<file path="config.mk">
export PLATFORM = sky130hd
export DESIGN_NAME = range_to_nibble_block_expander_core
export DESIGN_NICKNAME = d
export VERILOG_FILES = /design/src/rtl/core/rtnbe_pkg.sv /design/src/rtl/core/range_to_nibble_block_expander_core.sv
export VERILOG_INCLUDE_DIRS = /design/src /design/src/rtl/core
export SDC_FILE = /design/constraint.sdc
export NUM_CORES = 1
export LEC_CHECK = 0
export ABC_CLOCK_PERIOD_IN_PS = 8300
export CORE_UTILIZATION = 30
export CTS_CLUSTER_DIAMETER = 50
export CTS_CLUSTER_SIZE = 10
export DETAILED_ROUTE_END_ITERATION = 10
export DONT_BUFFER_PORTS = 1
export PLACE_DENSITY_LB_ADDON = 0.08
export SLEW_MARGIN = 40
export SYNTH_ARGS = -nofsm -noshare
export SYNTH_HDL_FRONTEND = slang
export SYNTH_SLANG_ARGS = --single-unit
</file>
<file path="constraint.sdc">
create_clock -name clk -period 8.3 [get_ports clk]
set_input_delay 1.66 -clock clk [delete_from_list [all_inputs] [get_ports clk]]
set_output_delay 1.66 -clock clk [all_outputs]
set_load 0.01 [all_outputs]
</file>
<file path="src/rtl/core/range_to_nibble_block_expander_core_assert.svh">
// Assertion macros for the range to nibble-block expander
`ifndef RANGE_TO_NIBBLE_BLOCK_EXPANDER_CORE_ASSERT_SVH
`define RANGE_TO_NIBBLE_BLOCK_EXPANDER_CORE_ASSERT_SVH

// same-cycle implication, checked out of reset
`define RTNBE_ASSERT_NOW(label, ante, cons) \
  label: assert property (@(posedge clk) disable iff (rst) (ante) |-> (cons)) \
    else $error("%m: check failed");

// next-cycle implication, checked out of reset
`define RTNBE_ASSERT_NEXT(label, ante, cons) \
  label: assert property (@(posedge clk) disable iff (rst) (ante) |=> (cons)) \
    else $error("%m: check failed");

`endif

</file>
<file path="src/rtl/core/rtnbe_pkg.sv">
// Types and constants for the range to nibble-block expander
`timescale 1ns / 1ps
`default_nettype none

package rtnbe_pkg;

  localparam int MAX_BLOCKS = 32;
  localparam int CNT_W      = $clog2(MAX_BLOCKS);
  localparam logic [3:0] NIB_FULL = 4'hF;

  typedef enum logic [5:0] {
    ST_IDLE  = 6'b000001,
    ST_ORDER = 6'b000010,
    ST_HINC  = 6'b000100,
    ST_PREP  = 6'b001000,
    ST_SCAN  = 6'b010000,
    ST_ADV   = 6'b100000
  } state_t;

endpackage

`default_nettype wire

</file>
<file path="src/rtl/core/range_to_nibble_block_expander_core.sv">
// Range to nibble-block expander: top level with shared adder and sequencer
// Steps: ST_ORDER orders the bounds and ST_HINC adds one to the high bound,
//   then per block ST_PREP forms the gap, ST_SCAN steps one nibble at a time
//   from the cursor's lowest set nibble down until a block fits, and ST_ADV
//   advances the cursor on the shared adder; each block strobes the cycle after.
// A new range is taken only while idle, and busy is low whenever idle.
// Reset (rst, synchronous): sequencer to idle, strobe and block count cleared.
`timescale 1ns / 1ps
`default_nettype none

module range_to_nibble_block_expander_core #(
  parameter int KEY_BITS = 64
) (
  input  wire                 clk,
  input  wire                 rst,
  input  wire                 start,
  output logic                busy,
  input  wire  [KEY_BITS-1:0] range_low,
  input  wire  [KEY_BITS-1:0] range_high,
  output logic                entry_valid,
  output logic [KEY_BITS-1:0] entry_low,
  output logic [KEY_BITS-1:0] entry_high,
  output logic                last_entry
);

`include "range_to_nibble_block_expander_core_assert.svh"

  localparam int NIBS  = (KEY_BITS - 1) / 4 + 1;
  localparam int WORD  = NIBS * 4;
  localparam int IDX_W = $clog2(NIBS);

  rtnbe_pkg::state_t state;

  logic [WORD-1:0]             cur;
  logic [WORD:0]               hi1;
  logic [WORD:0]               gap;
  logic [WORD-1:0]             blk_end;
  logic [IDX_W-1:0]            idx;
  logic [rtnbe_pkg::CNT_W-1:0] count;

  // shared adder
  logic [WORD:0] add_a;
  logic [WORD:0] add_b;
  logic          add_cin;
  logic [WORD:0] add_sum;

  always_comb begin
    add_a   = hi1;
    add_b   = '0;
    add_cin = 1'b0;
    unique case (state)
      rtnbe_pkg::ST_ORDER, rtnbe_pkg::ST_PREP: begin
        add_b   = ~{1'b0, cur};
        add_cin = 1'b1;
      end
      rtnbe_pkg::ST_HINC: begin
        add_cin = 1'b1;
      end
      rtnbe_pkg::ST_ADV: begin
        add_a   = {1'b0, blk_end};
        add_cin = 1'b1;
      end
      default: begin
        add_cin = 1'b0;
      end
    endcase
  end

  assign add_sum = add_a + add_b + (WORD + 1)'(add_cin);

  // lowest nonzero nibble of the cursor, top nibble when none below it
  logic [IDX_W-1:0] start_idx;

  always_comb begin
    start_idx = IDX_W'(NIBS - 1);
    for (int m = NIBS - 2; m >= 0; m--) begin
      if (cur[m*4 +: 4] != 4'h0) begin
        start_idx = IDX_W'(m);
      end
    end
  end

  // fit test at the current nibble
  logic [3:0]      gap_nib;
  logic [3:0]      cur_nib;
  logic            above;
  logic            fit;
  logic [4:0]      span_q;
  logic [3:0]      span_k;
  logic [WORD-1:0] end_cand;

  always_comb begin
    gap_nib = gap[idx*4 +: 4];
    cur_nib = cur[idx*4 +: 4];
    above   = gap[WORD];
    for (int m = 0; m < NIBS; m++) begin
      if (m > int'(idx) && gap[m*4 +: 4] != 4'h0) begin
        above = 1'b1;
      end
    end
    fit    = above || (gap_nib != 4'h0);
    span_q = {1'b0, gap_nib} + {1'b0, cur_nib};
    if (above || span_q[4]) begin
      span_k = rtnbe_pkg::NIB_FULL;
    end else begin
      span_k = span_q[3:0] - 4'd1;
    end
    for (int m = 0; m < NIBS; m++) begin
      if (m < int'(idx)) begin
        end_cand[m*4 +: 4] = rtnbe_pkg::NIB_FULL;
      end else if (m == int'(idx)) begin
        end_cand[m*4 +: 4] = span_k;
      end else begin
        end_cand[m*4 +: 4] = cur[m*4 +: 4];
      end
    end
  end

  logic last_now;
  assign last_now = (add_sum == hi1) ||
                    (count == rtnbe_pkg::CNT_W'(rtnbe_pkg::MAX_BLOCKS - 1));

  assign busy = (state != rtnbe_pkg::ST_IDLE);

  always_ff @(posedge clk) begin
    if (rst) begin
      state       <= rtnbe_pkg::ST_IDLE;
      entry_valid <= 1'b0;
      count       <= '0;
    end else begin
      entry_valid <= 1'b0;
      unique case (state)
        rtnbe_pkg::ST_IDLE: begin
          if (start) begin
            cur   <= WORD'(range_low);
            hi1   <= (WORD + 1)'(range_high);
            count <= '0;
            state <= rtnbe_pkg::ST_ORDER;
          end
        end
        rtnbe_pkg::ST_ORDER: begin
          if (add_sum[WORD]) begin
            cur <= hi1[WORD-1:0];
            hi1 <= {1'b0, cur};
          end
          state <= rtnbe_pkg::ST_HINC;
        end
        rtnbe_pkg::ST_HINC: begin
          hi1   <= add_sum;
          state <= rtnbe_pkg::ST_PREP;
        end
        rtnbe_pkg::ST_PREP: begin
          gap   <= add_sum;
          idx   <= start_idx;
          state <= rtnbe_pkg::ST_SCAN;
        end
        rtnbe_pkg::ST_SCAN: begin
          if (fit) begin
            blk_end <= end_cand;
            state   <= rtnbe_pkg::ST_ADV;
          end else begin
            idx <= idx - IDX_W'(1);
          end
        end
        rtnbe_pkg::ST_ADV: begin
          entry_valid <= 1'b1;
          entry_low   <= cur[KEY_BITS-1:0];
          entry_high  <= blk_end[KEY_BITS-1:0];
          last_entry  <= last_now;
          cur         <= add_sum[WORD-1:0];
          count       <= count + rtnbe_pkg::CNT_W'(1);
          state       <= last_now ? rtnbe_pkg::ST_IDLE : rtnbe_pkg::ST_PREP;
        end
        default: begin
          state <= rtnbe_pkg::ST_IDLE;
        end
      endcase
    end
  end

  `RTNBE_ASSERT_NOW(a_last_frees, entry_valid && last_entry, !busy)
  `RTNBE_ASSERT_NOW(a_more_busy, entry_valid && !last_entry, busy)
  `RTNBE_ASSERT_NOW(a_ordered, entry_valid, entry_low <= entry_high)
  `RTNBE_ASSERT_NEXT(a_take, start && !busy, busy && !entry_valid)

endmodule

`default_nettype wire

</file>
==> out/metrics.cfg <==
[floorplanning]
rows=105
io_pins=262
start_util_pct=30.3
die_w_um=290
die_area_sq_um=84000
dieHeight_um=290
core_sq_um=82000

[clock_tree]
root_buffer=clkbuf_16
post_cts_buffers=0
cts_tree=done
clock-sinks=403
numCtsBuffers=60
cts_hold_repair.buffers=0
ctsResizeCount=0
htree_levels=2
insertion_delay_ps=640
cts_max_path_buffers=3
cts.clk_slew.worst_paths_ps=60

[synthesis]
synth_ff_type=edfxtp_1
syn_inst=2509
synth-edff-count=391
synth_warnings=0
syn_area_sq_um=24800
avgSynthCellArea_sq_um=9.90
synth_top_area_cell=edfxtp_1
synthArstFlopShare_pct=0
synth.area.top_cells=edfxtp_1 (47%), nand2_1 (5.7%), o21ai_0 (4.1%)
ys_seq_area_share_pct=48.2
synth_cell_type_count=106
synth_top_area_share_pct=47.3
synth_nets=2718
synth-seq-cells=403

[grt]
grt_remaining_overflow=0
grt_pass1_wl_mm=167
grt_pass1_vias=20357
grtUsageTotal_pct=28.8
antenna_found_initial=23
grt_max_degree=70

[layout]
drive_gt1_share_pct=9.60
syn_to_final_growth_pct=13.3
nNetsFinal=2683
finalInstanceArea_sq_um=28200
regArea_sq_um=12000
multi_input_area_sq_um=12000
fillers=8359

[placement]
pre_cts_slack_ps=1670
dpl_cell_area_sq_um=26100
gp_congestion=1.00
io_buffers=0
dp_hpwl_mm=99.0

[sta]
setup_viol=0
worstMarginPinSlew_ps=931
worst_slew_margin_rel_pct=37.6
hold_violations=0
finalSetupTns_ps=0
final.setup_skew_ps=28.8
rsz0062_at_grt=no
slew_violations=0
fin_crit_sh_pct=80.2
period_minus_slack_ps=6650
timing.fmax_mhz=150
setup_slack_ps=1650

[run_status]
outcome=complete, no violations

[worst_setup_path]
path_delay_family=simple AND/OR/NAND/NOR gates
arrival_ps=7140
r2r_cells=19
r2r_end=state[3]
r2r_slack_ps=1650
worstPathCellList=or3_1 -> or3_2 -> buf_4 -> nor2_1 -> ha_1 -> a21oi_1 -> o21ai_0 -> a21oi_1 -> nand4_1 -> and3_1 -> a2111oi_0 -> nand4_1 -> nor4_1 -> buf_4 -> nand4_1 -> nor4_1 -> buf_4 -> a31o_2 -> o22ai_1
worstSetupEndpointType=register
critPathMaxFanout=35
start_kind=register
reg2reg_from=state[5]
crit_required_ps=8780
slowest_delay_ps=810
crit_buf_inv=3
slowest_stage=or3_2
path_class=register to register

[pwr]
ir_drop_v=0.000155
internal-power_uw=4110
power_frac_seq_pct=41.9
pwr-share-clk_pct=44.2
cellPowerDensity_nw_per_um2=206
switching_share_pct=29.1
power_frac_comb_pct=13.9
switchingPower_uw=1690
p_leak_uw=0.00990

[drt]
avgViaCountPerCell=6.13
route.detailed.drc=0
vias=22065
postRouteAntennaNets=0
drt_iter0_markers=2840
dr.pass1.iters=8
post_drt_wl_per_cell_um=34.6
finalWirelength_mm=124

[min_path]
worstHoldStart=blk_end[36]
min_path_cells=0
hold_path_end=entry_high[36]
hp-class=register to register

[job]
maxCapViolCount=0

==> kinds of logic (layout without fill, tap and decap cells) <==
kind of cell | Yosys count | count (layout) | share of synthesized area, %
other | 0 | 8 | 0
adder cells (fa/ha/maj) | 79 | 79 | 4.06
AO/OA/AOI/OAI | 750 | 750 | 20.1
flip-flops | 403 | 403 | 48.2
AND/OR/NAND/NOR | 859 | 859 | 16.0
XOR/XNOR | 122 | 122 | 4.52
buffers and inverters | 241 | 254 | 4.06
multiplexers | 55 | 55 | 3.03
==> cell usage after synthesis, types with 43 or more instances <==
| cell | number |
|---|---|
| xnor2_1 | 63 |
| nor2_1 | 193 |
| edfxtp_1 | 391 |
| a22oi_1 | 134 |
| a21oi_1 | 128 |
| o21ai_0 | 205 |
| inv_1 | 86 |
| ha_1 | 75 |
| nand4_1 | 55 |
| nand2_1 | 375 |
| clkbuf_1 | 101 |
| xor2_1 | 54 |
| nor4_1 | 43 |
==> power groups by stage <==
| stage | clock [uW] | combinational, uW | sequential, uW |
|---|---|---|---|
| global placement | 0 | 786 | 2460 |
| detailed placement | 0 | 784 | 2460 |
| finish | 2570 | 807 | 2430 |
| floorplan | 0 | 465 | 2410 |
| global route | 2680 | 851 | 2430 |
| CTS | 2610 | 787 | 2420 |
==> cells in the final DEF, fill, tap and decap left out, types with 17 or more instances in the layout <==
cell       synthesis  routed
edfxtp_1         391     391
nand2_1          375     375
o21ai_0          205     205
nor2_1           193     188
a22oi_1          134     134
a21oi_1          128     125
inv_1             86      86
ha_1              75      74
clkbuf_16          0      61
xnor2_1           63      58
nand4_1           55      55
xor2_1            54      54
buf_4              7      49
nor4_1            43      42
nor3_1            40      39
mux2i_1           37      37
nand3_1           35      34
o22ai_1           23      23
a21o_1            20      20
o21a_1            20      20
o22a_1            20      20
o221ai_1          19      19
o21ai_1           19      19
a31oi_1           17      17
==> final cells by class <==
cell class                 instances  area share (%)
multi-input combinational       1865            42.6
sequential                       403            42.6
clock buffer                      79            5.73
tap                             1070            4.76
timing repair buffer              56            1.68
clock inverter                    31            1.44
inverter                          88            1.17
antenna                            8          0.0711
==> registers in the layout, summed over array words and instances (netlist names) <==
| register | flops |
|---|---|
| blk_end | 64 |
| count | 5 |
| cur | 64 |
| entry_high | 64 |
| entry_low | 64 |
| entry_valid | 1 |
| gap | 65 |
| hi1 | 65 |
| idx | 4 |
| last_entry | 1 |
| state | 6 |
==> worst max path at each step <==
| stage | startpoint | endpoint | slack [ps] | cells past startpoint |
|---|---|---|---|---|
| global route | state[5] | state[3] | 1360 | 19 |
| CTS | state[1] | state[3] | 1660 | 20 |
| finish | state[5] | state[3] | 1650 | 19 |
| floorplan | state[1] | hi1[0] | 600 | 18 |
| global placement | state[1] | state[3] | 1750 | 18 |
| detailed placement | state[1] | state[3] | 1670 | 20 |
==> layer usage <==
metal	track usage (%)	wire length, um	vias to the layer above
met2	42.7	53600	1286
met5	0	103	-
met3	7.18	11900	177
met1	41.3	55400	11154
met4	7.76	3420	16
li1	-	-	9432
==> through the flow <==
stage	utilization, %	hold slack (ps)	std cells	total power (uW)
after floorplan	-	426	2509	2870
after global placement	31.7	452	3479	3250
after detailed placement	31.8	451	3482	3250
after CTS	34.3	467	3592	5820
after global routing	34.3	482	3598	5960
final	34.3	464	3600	5800
(Power assumes the default switching activity.)
